--- config.mk ---
export PLATFORM = sky130hd
export DESIGN_NAME = cpio_newc_stream_parser
export DESIGN_NICKNAME = d
export VERILOG_FILES = /design/src/hw/rtl/cpio_pkg.sv /design/src/hw/rtl/cpio_newc_stream_parser.sv
export SDC_FILE = /design/constraint.sdc
export NUM_CORES = 1
export LEC_CHECK = 0
export ABC_AREA = 1
export BUFFER_PORTS_ARGS = -buffer_cell sky130_fd_sc_hd__buf_2
export CORE_ASPECT_RATIO = 0.5
export CORE_MARGIN = 5
export CORE_UTILIZATION = 54
export DETAILED_ROUTE_END_ITERATION = 8
export PLACE_DENSITY = 0.78
export SYNTH_ARGS = -nofsm -noshare
export SYNTH_HDL_FRONTEND = slang
export SYNTH_SLANG_ARGS = --single-unit
--- constraint.sdc ---
create_clock -name i_clk -period 5.3 [get_ports i_clk]
set_input_delay 0.53 -clock i_clk [delete_from_list [all_inputs] [get_ports i_clk]]
set_output_delay 0.53 -clock i_clk [all_outputs]
set_load 0.02 [all_outputs]
--- src/hw/rtl/cpio_pkg.sv ---
package cpio_pkg;

    localparam int unsigned HDR_LEN     = 110;
    localparam int unsigned MAGIC_LEN   = 6;
    localparam int unsigned FSIZE_OFS   = 54;
    localparam int unsigned NSIZE_OFS   = 94;
    localparam int unsigned HEX_DIGITS  = 8;
    localparam int unsigned TRAILER_LEN = 11;

    localparam int unsigned KIND_W = 3;
    localparam int unsigned HCNT_W = $clog2(HDR_LEN + 1);
    localparam int unsigned NIDX_W = $clog2(TRAILER_LEN + 1);
    localparam int unsigned MIDX_W = $clog2(MAGIC_LEN);
    localparam int unsigned SIZE_W = 32;

    typedef logic [KIND_W-1:0] t_kind;

    localparam t_kind K_HEADER  = 3'd0;
    localparam t_kind K_NAME    = 3'd1;
    localparam t_kind K_NAMEPAD = 3'd2;
    localparam t_kind K_DATA    = 3'd3;
    localparam t_kind K_DATAPAD = 3'd4;
    localparam t_kind K_END     = 3'd5;
    localparam t_kind K_ERROR   = 3'd6;

    localparam logic [7:0] MAGIC_CHARS [MAGIC_LEN] = '{
        8'h30, 8'h37, 8'h30, 8'h37, 8'h30, 8'h31
    };

    localparam logic [7:0] TRAILER_CHARS [TRAILER_LEN] = '{
        8'h54, 8'h52, 8'h41, 8'h49, 8'h4c, 8'h45, 8'h52, 8'h21, 8'h21, 8'h21, 8'h00
    };

    typedef struct packed {
        logic       ok;
        logic [3:0] val;
    } t_hex_digit;

    function automatic t_hex_digit hex_decode(input logic [7:0] b);
        t_hex_digit d;
        d.ok  = 1'b1;
        d.val = 4'd0;
        if (b inside {[8'h30:8'h39]}) begin
            d.val = b[3:0];
        end else if (b inside {[8'h61:8'h66], [8'h41:8'h46]}) begin
            d.val = 4'(b[2:0] + 3'd1) + 4'd8;
        end else begin
            d.ok = 1'b0;
        end
        return d;
    endfunction

endpackage

--- src/hw/rtl/cpio_newc_stream_parser.sv ---
// A result is registered and appears in the cycle after its byte is accepted.
// Throughput: one byte per cycle unless output stalls; all per-byte work
// is counter, compare and decrement logic between the state and result
// registers. A held result does not block intake while it is being taken.
// Reset (synchronous, active low) returns to the header phase of the first
// entry with all sizes and counters cleared and no result pending.
module cpio_newc_stream_parser (
    input  logic                       i_clk,
    input  logic                       i_rst_n,
    input  logic                       i_valid,
    output logic                       o_ready,
    input  logic [7:0]                 i_archive_byte,
    output logic                       o_valid,
    input  logic                       i_ready,
    output logic [2:0]                 o_byte_kind,
    output logic [7:0]                 o_data_byte,
    output logic [31:0]                o_entry_size,
    output logic [31:0]                o_name_length,
    output logic                       o_entry_done,
    output logic                       o_is_trailer
);

    localparam int unsigned HCNT_W = cpio_pkg::HCNT_W;

    cpio_pkg::t_kind                     r_phase, n_phase;
    logic [cpio_pkg::HCNT_W-1:0]         r_hdr_cnt, n_hdr_cnt;
    logic [cpio_pkg::SIZE_W-1:0]         r_hex_acc, n_hex_acc;
    logic                                r_hex_stop, n_hex_stop;
    logic [cpio_pkg::SIZE_W-1:0]         r_size, n_size;
    logic [cpio_pkg::SIZE_W-1:0]         r_nsize, n_nsize;
    logic [cpio_pkg::SIZE_W-1:0]         r_remain, n_remain;
    logic                                r_trl_match, n_trl_match;
    logic [cpio_pkg::NIDX_W-1:0]         r_name_idx, n_name_idx;

    logic                                r_out_valid;
    cpio_pkg::t_kind                     r_out_kind, n_out_kind;
    logic [7:0]                          r_out_byte;
    logic [cpio_pkg::SIZE_W-1:0]         r_out_fsize;
    logic [cpio_pkg::SIZE_W-1:0]         r_out_nsize;
    logic                                r_out_done, n_out_done;
    logic                                r_out_trl;

    logic                                in_acc;
    logic                                do_adv;
    cpio_pkg::t_kind                     adv_from;
    logic [1:0]                          npad_len;
    logic [1:0]                          dpad_len;
    cpio_pkg::t_hex_digit                dig;
    logic                                in_fs;
    logic                                in_ns;
    logic                                hex_first;
    logic [cpio_pkg::SIZE_W-1:0]         dec_remain;

    assign o_ready = !r_out_valid || i_ready;
    assign in_acc  = i_valid && o_ready;

    assign npad_len   = 2'd0 - (r_nsize[1:0] + 2'd2);
    assign dpad_len   = 2'd0 - r_size[1:0];
    assign dig        = cpio_pkg::hex_decode(i_archive_byte);
    assign dec_remain = r_remain - 32'd1;

    assign in_fs = (r_hdr_cnt >= HCNT_W'(cpio_pkg::FSIZE_OFS))
                && (r_hdr_cnt <  HCNT_W'(cpio_pkg::FSIZE_OFS + cpio_pkg::HEX_DIGITS));
    assign in_ns = (r_hdr_cnt >= HCNT_W'(cpio_pkg::NSIZE_OFS))
                && (r_hdr_cnt <  HCNT_W'(cpio_pkg::NSIZE_OFS + cpio_pkg::HEX_DIGITS));
    assign hex_first = (r_hdr_cnt == HCNT_W'(cpio_pkg::FSIZE_OFS))
                    || (r_hdr_cnt == HCNT_W'(cpio_pkg::NSIZE_OFS));

    always_comb begin
        n_phase     = r_phase;
        n_hdr_cnt   = r_hdr_cnt;
        n_hex_acc   = r_hex_acc;
        n_hex_stop  = r_hex_stop;
        n_size      = r_size;
        n_nsize     = r_nsize;
        n_remain    = r_remain;
        n_trl_match = r_trl_match;
        n_name_idx  = r_name_idx;
        n_out_kind  = r_phase;
        n_out_done  = 1'b0;
        do_adv      = 1'b0;
        adv_from    = r_phase;

        case (r_phase)
            cpio_pkg::K_HEADER: begin
                if (r_hdr_cnt < HCNT_W'(cpio_pkg::MAGIC_LEN) &&
                    i_archive_byte !=
                        cpio_pkg::MAGIC_CHARS[r_hdr_cnt[cpio_pkg::MIDX_W-1:0]]) begin
                    n_phase    = cpio_pkg::K_ERROR;
                    n_out_kind = cpio_pkg::K_ERROR;
                end else begin
                    if (in_fs || in_ns) begin
                        if (hex_first) begin
                            n_hex_acc  = '0;
                            n_hex_stop = 1'b0;
                        end
                        if (!n_hex_stop) begin
                            if (dig.ok) begin
                                n_hex_acc = {n_hex_acc[cpio_pkg::SIZE_W-5:0], dig.val};
                            end else begin
                                n_hex_stop = 1'b1;
                            end
                        end
                        // latch the value on the last digit position
                        if (r_hdr_cnt ==
                            HCNT_W'(cpio_pkg::FSIZE_OFS + cpio_pkg::HEX_DIGITS - 1)) begin
                            n_size = n_hex_acc;
                        end
                        if (r_hdr_cnt ==
                            HCNT_W'(cpio_pkg::NSIZE_OFS + cpio_pkg::HEX_DIGITS - 1)) begin
                            n_nsize = n_hex_acc;
                        end
                    end
                    n_hdr_cnt = r_hdr_cnt + HCNT_W'(1);
                    if (n_hdr_cnt >= HCNT_W'(cpio_pkg::HDR_LEN)) begin
                        do_adv = 1'b1;
                    end
                end
            end
            cpio_pkg::K_NAME: begin
                if (r_name_idx < cpio_pkg::NIDX_W'(cpio_pkg::TRAILER_LEN)) begin
                    if (i_archive_byte != cpio_pkg::TRAILER_CHARS[r_name_idx]) begin
                        n_trl_match = 1'b0;
                    end
                    n_name_idx = r_name_idx + cpio_pkg::NIDX_W'(1);
                end
                n_remain = dec_remain;
                do_adv   = (dec_remain == '0);
            end
            cpio_pkg::K_NAMEPAD, cpio_pkg::K_DATA, cpio_pkg::K_DATAPAD: begin
                n_remain = dec_remain;
                do_adv   = (dec_remain == '0);
            end
            cpio_pkg::K_END: begin
            end
            default: begin
                n_phase    = cpio_pkg::K_ERROR;
                n_out_kind = cpio_pkg::K_ERROR;
            end
        endcase

        // skip empty segments; close the entry when none is left
        if (do_adv) begin
            n_out_done = 1'b0;
            if (adv_from < cpio_pkg::K_NAME && r_nsize != '0) begin
                n_phase  = cpio_pkg::K_NAME;
                n_remain = r_nsize;
            end else if (adv_from < cpio_pkg::K_NAMEPAD && npad_len != 2'd0) begin
                n_phase  = cpio_pkg::K_NAMEPAD;
                n_remain = {30'd0, npad_len};
            end else if (adv_from < cpio_pkg::K_DATA && r_size != '0) begin
                n_phase  = cpio_pkg::K_DATA;
                n_remain = r_size;
            end else if (adv_from < cpio_pkg::K_DATAPAD && dpad_len != 2'd0) begin
                n_phase  = cpio_pkg::K_DATAPAD;
                n_remain = {30'd0, dpad_len};
            end else begin
                n_out_done = 1'b1;
                n_remain   = '0;
                if (n_trl_match &&
                    n_name_idx == cpio_pkg::NIDX_W'(cpio_pkg::TRAILER_LEN)) begin
                    n_phase = cpio_pkg::K_END;
                end else begin
                    n_phase     = cpio_pkg::K_HEADER;
                    n_hdr_cnt   = '0;
                    n_trl_match = 1'b1;
                    n_name_idx  = '0;
                end
            end
        end
    end

    always_ff @(posedge i_clk) begin
        if (!i_rst_n) begin
            r_phase     <= cpio_pkg::K_HEADER;
            r_hdr_cnt   <= '0;
            r_hex_acc   <= '0;
            r_hex_stop  <= 1'b0;
            r_size      <= '0;
            r_nsize     <= '0;
            r_remain    <= '0;
            r_trl_match <= 1'b1;
            r_name_idx  <= '0;
            r_out_valid <= 1'b0;
        end else begin
            if (in_acc) begin
                r_phase     <= n_phase;
                r_hdr_cnt   <= n_hdr_cnt;
                r_hex_acc   <= n_hex_acc;
                r_hex_stop  <= n_hex_stop;
                r_size      <= n_size;
                r_nsize     <= n_nsize;
                r_remain    <= n_remain;
                r_trl_match <= n_trl_match;
                r_name_idx  <= n_name_idx;
                r_out_valid <= 1'b1;
            end else if (i_ready) begin
                r_out_valid <= 1'b0;
            end
        end
    end

    always_ff @(posedge i_clk) begin
        if (in_acc) begin
            r_out_kind  <= n_out_kind;
            r_out_byte  <= i_archive_byte;
            r_out_fsize <= n_size;
            r_out_nsize <= n_nsize;
            r_out_done  <= n_out_done;
            r_out_trl   <= n_trl_match &&
                           (n_name_idx == cpio_pkg::NIDX_W'(cpio_pkg::TRAILER_LEN));
        end
    end

    assign o_valid       = r_out_valid;
    assign o_byte_kind   = r_out_kind;
    assign o_data_byte   = r_out_byte;
    assign o_entry_size  = r_out_fsize;
    assign o_name_length = r_out_nsize;
    assign o_entry_done  = r_out_done;
    assign o_is_trailer  = r_out_trl;

`ifndef SYNTHESIS
    a_error_sticky: assert property (@(posedge i_clk) disable iff (!i_rst_n)
        r_phase == cpio_pkg::K_ERROR |=> r_phase == cpio_pkg::K_ERROR)
        else $error("error phase left without reset");

    a_end_sticky: assert property (@(posedge i_clk) disable iff (!i_rst_n)
        r_phase == cpio_pkg::K_END |=> r_phase == cpio_pkg::K_END)
        else $error("end phase left without reset");

    a_done_kind: assert property (@(posedge i_clk) disable iff (!i_rst_n)
        o_valid && o_entry_done |->
            o_byte_kind != cpio_pkg::K_END && o_byte_kind != cpio_pkg::K_ERROR)
        else $error("entry end flagged outside an entry");

    a_hdr_cnt_range: assert property (@(posedge i_clk) disable iff (!i_rst_n)
        r_phase == cpio_pkg::K_HEADER |-> r_hdr_cnt < HCNT_W'(cpio_pkg::HDR_LEN))
        else $error("header counter ran past header length");

    a_seg_nonzero: assert property (@(posedge i_clk) disable iff (!i_rst_n)
        (r_phase == cpio_pkg::K_NAME || r_phase == cpio_pkg::K_NAMEPAD ||
         r_phase == cpio_pkg::K_DATA || r_phase == cpio_pkg::K_DATAPAD) |->
            r_remain != '0)
        else $error("segment entered with nothing remaining");
`endif

endmodule

After elaboration in Yosys (flattened, before gate mapping):

Memory sizes are Yosys's and may differ from the RTL's.
Cells that the tools add are included.

* add/subtract/negate cells: 8
* $lt $le $gt $ge: 19
* equal/unequal tests: 13
* mux-type cells: 70
* bitwise logic cells: 4
* reductions and logical operators: 31

Operators by type and width (count)
* 32-bit 2-to-1 mux: 16
* 32-bit nonzero test: 2
* 7-bit 2-to-1 mux: 8
* 4-bit 2-to-1 mux: 10
* 32-bit zero test: 1
* 8-bit 2-to-1 mux: 4
* 32-bit by 1-bit subtractor with 32-bit output, second input constant: 1
* 1-bit 2-to-1 mux: 22
* 3-bit 2-to-1 mux: 7
* 8-bit by 7-bit >= comparator with 1-bit output, second input constant: 2
* 8-bit by 7-bit less-or-equal comparator with 1-bit output, second input constant: 2
* 8-bit inequality test: 2
* 7-bit by 6-bit equality test with 1-bit output, second input constant: 2
* 7-bit equality test, second input constant: 2
* 7-bit >= comparator, second input constant: 2
* 1-bit logical AND: 13
* 2-bit nonzero test: 5
* 4-bit equality test, second input constant: 2
* 8-bit by 6-bit >= comparator with 1-bit output, second input constant: 1
* 8-bit by 6-bit less-or-equal comparator with 1-bit output, second input constant: 1
* 4-bit OR reduction: 2
* 7-bit by 1-bit adder with 7-bit output, second input constant: 1
* 7-bit by 6-bit >= comparator with 1-bit output, second input constant: 1
* 7-bit by 3-bit < comparator with 1-bit output, second input constant: 1
* other kinds (28): 35

* register bits: 222
* bits in read-only memories: 192
* input bits: 12
* logic and storage cells: 163
* memories: 2

Memory list
* (no name shown): depth 16, width 8, rd ports 1, clocked after Yosys merged registers in 0, wr ports 0, RTL line cpio_newc_stream_parser.sv:122 `if (i_archive_byte != cpio_pkg::TRAILER_CHARS[r_name_idx]) begin`
* (no name shown): depth 8, width 8, rd ports 1, clocked after Yosys merged registers in 0, wr ports 0, RTL line cpio_newc_stream_parser.sv:88 `cpio_pkg::MAGIC_CHARS[r_hdr_cnt[cpio_pkg::MIDX_W-1:0]]) begin`

Depth between registers and ports, before layout:

Gate-level depths: netlist (run 1).

* depth after elaboration: 17
* gate-level depth with buffers: 19

Least setup slack after synthesis (run 1):

Ideal clock, no wire load.

* kind: input to register
* from: input i_ready
* to: register r_out_kind[0] (netlist: o_byte_kind[0]), enable pin
* library setup time: 0.471 ns
* arrival: 3.610 ns
* slack: 1.219 ns
* stages on the path: 6
* buffers on the path: 2
* cells stage by stage: inv_1 > nand2_1 > nand2_1 > inv_1 > clkbuf_1 > clkbuf_1

* cells in the longest elaborated chain, start to end: 2

Ends and longest elaborated chain
* start: declaration: RTL line cpio_newc_stream_parser.sv:14 `input logic i_ready,`
* 1-bit logical OR: RTL line cpio_newc_stream_parser.sv:54 `assign o_ready = !r_out_valid || i_ready;`
* named net o_ready: RTL line cpio_newc_stream_parser.sv:11 `output logic o_ready,`
* 1-bit logical AND: RTL line cpio_newc_stream_parser.sv:55 `assign in_acc = i_valid && o_ready;`
* named net in_acc: RTL line cpio_newc_stream_parser.sv:43 `logic in_acc;`
* end signal: assignment: RTL line cpio_newc_stream_parser.sv:205 `r_out_kind <= n_out_kind;`
* end: declaration: RTL line cpio_newc_stream_parser.sv:36 `cpio_pkg::t_kind r_out_kind, n_out_kind;`

The timed path passes the listed nets, and every way through them passes these cells.
A chain may end at the register's enable or synchronous reset.

Worst setup path after layout (run 1):

* from: register r_phase[2] (netlist: adv_from[2])
* to: register r_hex_acc[5] (netlist name)

* cells in the longest elaborated chain, start to end: 2

Ends and longest elaborated chain
* start: declaration: RTL line cpio_newc_stream_parser.sv:25 `cpio_pkg::t_kind r_phase, n_phase;`
* start signal: assignment: RTL line cpio_newc_stream_parser.sv:175 `r_phase <= cpio_pkg::K_HEADER;`
* start signal: assignment: RTL line cpio_newc_stream_parser.sv:187 `r_phase <= n_phase;`
* 3-bit zero test: RTL line cpio_newc_stream_parser.sv:84 `case (r_phase)`
* 4-bit AND reduction (no line)
* end signal: assignment: RTL line cpio_newc_stream_parser.sv:189 `r_hex_acc <= n_hex_acc;`
* end: declaration: RTL line cpio_newc_stream_parser.sv:27 `logic [cpio_pkg::SIZE_W-1:0] r_hex_acc, n_hex_acc;`

Every way passes these cells.

==> flow_metrics.tcl, run 1 <==
set metrics [dict create \
    synth.largest_area_cell "dfxtp_1" \
    setup_viol 0 \
    cts_resized 0 \
    diodes 0 \
    root_buffer "clkbuf_16" \
    grt_pass1_wl_um 52800 \
    clk_pin_slew_ns 0.07 \
    syn_area_sq_um 11900 \
    ys_seq_area_frac 0.437 \
    fin_cells 2028 \
    crit_type "reg2reg" \
    synth_top_area_frac 0.243 \
    avgSynthCellArea_sq_um 7.15 \
    cts_hold_buf 0 \
    routed-wl-met2_um 13500 \
    p_int_mw 3.10 \
    grt_max_degree 99 \
    fin_crit_sh 0.670 \
    power_frac_seq 0.432 \
    cts.sink_count 222 \
    cap_violations 0 \
    ys.flop_type "dfxtp_1" \
    ir_worst_vdd_uv 180 \
    wl_um 31900 \
    p_sw_mw 1.42 \
    drtPass1Iterations 6 \
    path_max_fanout 36 \
    status "complete, no violations" \
    p_sw_frac 0.315 \
    area_delta_synth_final_pct 10.6 \
    clock_power_share 0.350 \
    synth_area_leaders "dfxtp_1 (24%), edfxtp_1 (19%), nand2_1 (11%)" \
    track_usage 0.253 \
    detail-route-antenna-nets 0 \
    core_area_sq_um 21700 \
    finalHoldViolCount 0 \
    yosysWarnings 0 \
    cp.arrival_ns 3.94 \
    wl_met3_um 2620 \
    design_area_sq_um 13200 \
    synthCells 1670 \
    numCtsBuffers 21 \
    fin_nets 1742 \
    rsz0062_at_grt "no" \
    final_util 0.608 \
    tritoncts "yes" \
    portBuffers 90 \
    cts_max_level 1 \
    critPathLaunchType "register" \
    hp-class "in2reg" \
    wl_met1_um 15000 \
    tns_ns 0 \
    rows 38 \
    cts_buffer_depth 3 \
    power_density_nw_per_um2 343 \
    post_cts_buffers 0 \
    die_w_um 220 \
    finClkSkew_ns 0.00783 \
    synth-async-reset-ratio 0 \
    fin_crit_ns 3.55 \
    io_pins 91 \
    endpoint_kind "register" \
    post-route-drc-count 0 \
    die-area_sq_um 25400 \
    place_area_sq_um 12500 \
    tightest_slew_ns 1.10 \
    clock.fmax_mhz 282 \
    antenna_found_initial 0 \
    synth.distinct_cells 43 \
    die_h_um 115 \
    p_leak_nw 6.45 \
    final_cell_mix "nand2_1 (349), inv_1 (255), o21ai_0 (197)" \
    routed.top_layer "met4" \
    worstPathRequired_ns 5.69 \
    drt_iter0_drc 1428 \
    r2r_cells 13 \
    min_delay_path_depth 1 \
    yosys_register_bits 222 \
    synth_edf_count 77 \
    drive_above_1_share 0.110 \
    clkLatencyLatePin_ns 0.51 \
    hold_slack_ns 0.253 \
    grt.overflow.total 0 \
    gp_congestion 0.967 \
    wl_per_cell_um 15.7 \
    layout_commonest_cell "nand2_1" \
    syn_nets 1698 \
    vias 11004 \
    slew_viol_final 0 \
    pwr-share-comb 0.218 \
    relSlewSlack 0.267 \
    dp.cells 1991 \
    viasPerCell 5.43 \
    hpwl_um 22300 \
    grt_pass1_vias 10296 \
    initial_core_util 0.549 \
]
## Yosys cell counts (25+ instances only)
| cell | number |
|---|---|
| nand3_1 | 108 |
| nor2_1 | 170 |
| a21oi_1 | 93 |
| nand2_1 | 349 |
| dfxtp_1 | 145 |
| nand4_1 | 25 |
| o22ai_1 | 30 |
| inv_1 | 256 |
| edfxtp_1 | 77 |
| clkbuf_1 | 54 |
| o21ai_0 | 197 |
## area by class of cell
class                           instances  area [sq um]
Inverter                              262           991
Sequential cell                       222          5220
Fill cell                            2044          8530
Timing Repair Buffer                  100           526
Clock buffer                           29           618
Tap cell                              300           375
Multi-Input combinational cell       1107          5380
Clock inverter                          8          95.1
## layer usage
| metal | vias up | global-route usage |
|---|---|---|
| met2 | 447 | 0.387 |
| met4 | 0 | 0.0727 |
| met5 | - | 0 |
| met1 | 4979 | 0.364 |
| li1 | 5515 | - |
| met3 | 63 | 0.0545 |
## stage by stage
stage                     worst slack, ns  total power, mW
after CTS                            1.86             4.53
after detailed placement             1.93             2.96
after global placement               1.98             2.95
final                                1.75             4.53
after floorplan                      1.22             2.71
after global routing                 1.53             4.76
## kinds of logic after synthesis
kind of cell	synth area share
fa+ha+maj	0.0168
xor+xnor	0.0147
simple gates	0.250
compound gates	0.167
flops	0.437
buf+inv	0.114
## sequential cells by signal (all words and copies together), names as in the netlist
signal and flops:
r_name_idx 4, adv_from 3, o_byte_kind 3, r_trl_match 1
o_valid 1, r_size 32, o_entry_done 1, r_hex_acc 32
o_entry_size 32, r_hex_stop 1, o_is_trailer 1, r_hdr_cnt 7
o_data_byte 8, r_nsize 32, o_name_length 32, r_remain 32
## worst paths after layout
kind / to / from / slack (ns)
min reg2reg: r_hex_acc[26] / r_hex_acc[26] / 0.51
max reg2reg: r_hex_acc[5] / adv_from[2] / 1.75
min: o_data_byte[7] / i_archive_byte[7] / 0.25
max: r_hex_acc[5] / adv_from[2] / 1.75
## power groups by stage
stage               logic [mW]  registers (mW)  clock network (mW)
floorplan                0.675            2.03                   0
global route              1.12            1.97                1.68
CTS                      0.974            1.95                1.60
finish                   0.987            1.95                1.58
detailed placement       0.968            1.99                   0
global placement         0.961            1.99                   0
## worst max-delay path, stage by stage (launching register included)
cell     delay (ns)
dfxtp_1        0.37
inv_2          0.10
nand2_1        0.11
nor2_1         0.61
inv_1          0.24
nor2_1         0.16
inv_1          0.07
nor2_2         0.20
inv_1          0.19
nor2_4         0.10
buf_4          0.33
inv_1          0.57
nor2_1         0.27
nor2_1         0.08
No activity file was read; power rests on OpenSTA's default activity.
==> run 2: changes to the inputs <==
--- a/config.mk
+++ b/config.mk
@@ -11,7 +11,7 @@
 export CORE_MARGIN = 5
 export CORE_UTILIZATION = 54
 export DETAILED_ROUTE_END_ITERATION = 8
-export PLACE_DENSITY = 0.78
+export PLACE_DENSITY = 0.81
 export SYNTH_ARGS = -nofsm -noshare
 export SYNTH_HDL_FRONTEND = slang
 export SYNTH_SLANG_ARGS = --single-unit
==> constraint.sdc (replaced) <==
create_clock -name i_clk -period 3.1 [get_ports i_clk]
set_input_delay 0.31 -clock i_clk [delete_from_list [all_inputs] [get_ports i_clk]]
set_output_delay 0.31 -clock i_clk [all_outputs]
set_load 0.02 [all_outputs]
==> run 2 against run 1 <==
- final cell count increased by 0.64%
- utilization increased by 0.67 points
- clock skew increased by 0.0059 ns
- wire length decreased by 2.9%
- critical path type unchanged
- largest cell class unchanged
==> flow_metrics.tcl, run 2 (synthesis gave the netlist of run 1 again) <==
set metrics [dict create \
    post_cts_buffers 0 \
    path_max_fanout 10 \
    tritoncts "yes" \
    p_sw_mw 2.42 \
    slowest_stage "dfxtp_1" \
    finClkSkew_ns 0.0137 \
    diodes 0 \
    cap_violations 0 \
    cts.sink_count 222 \
    power_frac_seq 0.437 \
    power_density_nw_per_um2 573 \
    die_h_um 115 \
    fin_crit_ns 2.78 \
    die-area_sq_um 25400 \
    design_area_sq_um 13300 \
    post-route-drc-count 0 \
    grt_pass1_vias 10203 \
    dp_slack_ns 0.285 \
    hp-class "in2reg" \
    fin_crit_sh 0.896 \
    crit_chain "inv_1, ha_1, nand2_2, nor2_4, nand2_1, nor2_1, xor2_1, nand3_1, nor2_2, nand3_4, nand2_4, nand2_4, nor2_1, nand2_1, nand2_1, nor2_1" \
    wl_per_cell_um 15.2 \
    numCtsBuffers 21 \
    die_w_um 220 \
    area_delta_synth_final_pct 11.8 \
    clk_pin_slew_ns 0.07 \
    fin_nets 1755 \
    wl_um 31000 \
    final_cell_mix "nand2_1 (349), inv_1 (255), o21ai_0 (197)" \
    cts_buffer_depth 3 \
    io_pins 91 \
    p_leak_nw 6.55 \
    crit_type "reg2reg" \
    grt_max_degree 106 \
    cts_hold_buf 0 \
    p_sw_frac 0.317 \
    grt.overflow.total 0 \
    gp_congestion 1.00 \
    setup_viol 0 \
    p_int_mw 5.23 \
    drt_iter0_drc 1294 \
    slowest_delay_ns 0.34 \
    ir_worst_vdd_uv 303 \
    rows 38 \
    drive_above_1_share 0.117 \
    cts_max_level 1 \
    clock_power_share 0.336 \
    slew_viol_final 0 \
    place_area_sq_um 12700 \
    final_util 0.614 \
    grt_pass1_wl_um 51200 \
    pwr-share-comb 0.227 \
    clock.fmax_mhz 360 \
    status "complete, no violations" \
    antenna_found_initial 0 \
    viasPerCell 5.47 \
    tns_ns 0 \
    cp.arrival_ns 3.17 \
    tightest_slew_ns 0.928 \
    hpwl_um 22000 \
    endpoint_kind "register" \
    setup_ws_ns 0.323 \
    drtPass1Iterations 6 \
    rsz0062_at_grt "no" \
    initial_core_util 0.549 \
    core_area_sq_um 21700 \
    portBuffers 90 \
    track_usage 0.244 \
    relSlewSlack 0.381 \
    critPathLaunchType "register" \
    finalHoldViolCount 0 \
    detail-route-antenna-nets 0 \
    root_buffer "clkbuf_16" \
    layout_commonest_cell "nand2_1" \
    clkLatencyLatePin_ns 0.50 \
    worstPathRequired_ns 3.49 \
    vias 11157 \
]
[run 2: changes by cell type in the layout (fill, tap and decap cells not counted), moves of 2 or more]
cell       change
clkinv_2       +2
buf_12         +7
clkbuf_16      -2
clkinv_4       +2
clkbuf_1       -2
buf_4          +6
[run 2: repair_timing]
action	CTS	global route
hold endpoints to repair	0	0
gates resized for setup	0	1
endpoints found under the setup margin	0	2
[run 2: per-layer routing]
layer | global-route usage | routed length [um]
met1 | 0.363 | 14400
met3 | 0.0387 | 2740
met2 | 0.376 | 13100
met4 | 0.0607 | 763
met5 | 0 | 0
[run 2: power by group through the flow]
stage / logic, mW / clock network (mW) / registers, mW
floorplan: 1.15 / 0 / 3.48
global placement: 1.68 / 0 / 3.40
detailed placement: 1.69 / 0 / 3.40
CTS: 1.71 / 2.61 / 3.34
global route: 1.94 / 2.73 / 3.36
finish: 1.73 / 2.57 / 3.34
[run 2: worst max-delay path: cells and delay by family (launching register included)]
kind                       cells  cell delay (ns)
buffers and inverters          1             0.13
xor gates and xnor gates       1             0.19
and+or+nand+nor               13             1.76
adders and majority gates      1             0.24
DFF                            1             0.34
[run 2: through the flow]
stage / hold slack [ns] / power (mW) / std cells
floorplan: 0.409 / 4.63 / 1670
global placement: 0.470 / 5.08 / 2004
detailed placement: 0.486 / 5.09 / 2004
CTS: 0.0198 / 7.65 / 2041
global route: 0.0335 / 8.03 / 2041
finish: 0.0360 / 7.65 / 2041
[run 2: area by class of cell]
| type | instances | area (sq um) |
|---|---|---|
| Fill cell | 1961 | 8380 |
| Multi-Input combinational cell | 1107 | 5380 |
| Sequential cell | 222 | 5220 |
| Inverter | 262 | 991 |
| Timing Repair Buffer | 113 | 711 |
| Clock buffer | 25 | 561 |
| Tap cell | 300 | 375 |
| Clock inverter | 12 | 116 |
[run 2: path summary, 6_finish.rpt]
kind	start	slack (ns)	cells past startpoint	to
max	r_remain[0]	0.32	16	r_hdr_cnt[1]
min	i_archive_byte[7]	0.04	1	o_data_byte[7]
max reg2reg	r_remain[0]	0.32	16	r_hdr_cnt[1]
min reg2reg	adv_from[0]	0.50	2	adv_from[0]
==> run 3: changes to the inputs <==
--- a/config.mk
+++ b/config.mk
@@ -12,6 +12,7 @@
 export CORE_UTILIZATION = 54
 export DETAILED_ROUTE_END_ITERATION = 8
 export PLACE_DENSITY = 0.81
+export RECOVER_POWER = 50
 export SYNTH_ARGS = -nofsm -noshare
 export SYNTH_HDL_FRONTEND = slang
 export SYNTH_SLANG_ARGS = --single-unit
==> run 3 against run 2 <==
- register-to-register slack is essentially flat
- highest routed layer unchanged
- clock power is essentially flat
- setup slack improved by 0.012 ns
- die area stayed put
- final cell count stayed put
- sequential power about the same
- critical path type unchanged
- global-route usage did not move
==> flow_metrics.tcl, run 3 (synthesis gave the netlist of run 1 again) <==
set metrics [dict create \
    r2r-end "r_hdr_cnt[1]" \
    root_buffer "clkbuf_16" \
    worstPathRequired_ns 3.50 \
    antenna_found_initial 0 \
    numCtsBuffers 21 \
    relSlewSlack 0.138 \
    drt_iter0_drc 1347 \
    crit_type "reg2reg" \
    gp_congestion 1.00 \
    cts.sink_count 222 \
    hpwl_um 22000 \
    slowest_stage "dfxtp_1" \
    cts_max_level 1 \
    finalHoldViolCount 0 \
    cap_violations 0 \
    whs_endpoint "o_data_byte[7]" \
    rows 38 \
    r2r_cells 16 \
    critPathLaunchType "register" \
    power_density_nw_per_um2 577 \
    hp-class "in2reg" \
    ff2ff_setup_slack_ns 0.33 \
    clk_pin_slew_ns 0.07 \
    vias 11207 \
    portBuffers 90 \
    grt.overflow.total 0 \
    crit_chain "inv_1, ha_1, nand2_2, nor2_4, nand2_1, nor2_1, xor2_1, nand3_1, nor2_2, nand3_4, nand2_4, nand2_4, nor2_1, nand2_1, nand2_1, nor2_1" \
    ir_worst_vdd_uv 302 \
    drtPass1Iterations 6 \
    p_leak_nw 6.27 \
    hp-start "i_archive_byte[7]" \
    die-area_sq_um 25400 \
    layout_commonest_cell "nand2_1" \
    track_usage 0.244 \
    tritoncts "yes" \
    slew_viol_final 0 \
    grt_pass1_wl_um 51200 \
    core_area_sq_um 21700 \
    hold_slack_ns 0.0979 \
    drive_above_1_share 0.0649 \
    wl_um 30900 \
    die_h_um 115 \
    io_pins 91 \
    cts_buffer_depth 3 \
    tightest_slew_ns 1.29 \
    diodes 0 \
    fillers 2012 \
    initial_core_util 0.549 \
    path_max_fanout 10 \
    endpoint_kind "register" \
    tns_ns 0 \
    worst_r2r_startpoint "r_remain[0]" \
    fin_crit_ns 2.77 \
    viasPerCell 5.49 \
    rsz0062_at_grt "no" \
    status "complete, no violations" \
    final_util 0.608 \
    area_delta_synth_final_pct 10.6 \
    grt_pass1_vias 10203 \
    grt_max_degree 106 \
    fin_nets 1755 \
    setup_viol 0 \
    slowest_delay_ns 0.33 \
    fin_crit_sh 0.892 \
    finClkSkew_ns 0.0136 \
    clock.fmax_mhz 362 \
    wl_per_cell_um 15.2 \
    detail-route-antenna-nets 0 \
    min_delay_path_depth 1 \
    clkLatencyLatePin_ns 0.50 \
    final_cell_mix "nand2_1 (349), inv_1 (257), o21ai_0 (197)" \
    cp.arrival_ns 3.16 \
    die_w_um 220 \
    post-route-drc-count 0 \
]
## run 3: repair_timing
action                     in CTS  in global routing
hold buffers                    0                  0
hold endpoints to repair        0                  0
setup endpoints to repair       0                  2
buffers inserted                0                  0
resized for setup               0                  1
## run 3: where the power goes
part | switching (mW) | internal, mW
Combinational | 1.19 | 0.513
Clock | 1.11 | 1.46
Sequential | 0.118 | 3.23
## run 3: worst max-delay path by stage
stage	endpoint	startpoint	cells past startpoint
after CTS	r_hdr_cnt[1]	r_remain[0]	16
after global placement	r_hdr_cnt[1]	r_remain[0]	17
after detailed placement	r_hdr_cnt[1]	r_remain[0]	16
after global routing	o_name_length[25]	r_hdr_cnt[2]	12
after floorplan	o_byte_kind[0]	o_valid	5
final	r_hdr_cnt[1]	r_remain[0]	16
## run 3: area by class of cell
cell class / instances / area [sq um] / share of cell area
clock buffers: 25 / 561 / 0.0425
clock inverters: 12 / 116 / 0.00881
inverters: 262 / 991 / 0.0751
multi-input cells: 1107 / 5370 / 0.407
flip-flops and latches: 222 / 5220 / 0.395
well taps: 300 / 375 / 0.0284
repair buffers: 113 / 571 / 0.0432
## run 3: metal layers
metal	GRT usage	vias to the layer above	routed length, um
met3	0.0387	57	2850
met5	0	-	0
met2	0.376	483	13000
met1	0.363	5117	14300
li1	-	5550	-
met4	0.0607	0	773
## run 3: through the flow
stage               area, sq um  cells  power [mW]  setup WS, ns
floorplan                 11900   1670        4.63         0.402
global placement          12700   2004        5.08         0.316
detailed placement        12700   2004        5.09         0.285
CTS                       13300   2041        7.65         0.265
global route              13200   2041        8.01        0.0463
finish                    13200   2041        7.62         0.334
## run 3: critical path: cells and delay by family (launching register included)
kind          cells  cell delay [ns]
xor+xnor          1             0.19
fa+ha+maj         1             0.24
buf+inv           1             0.13
flops             1             0.33
simple gates     13             1.77
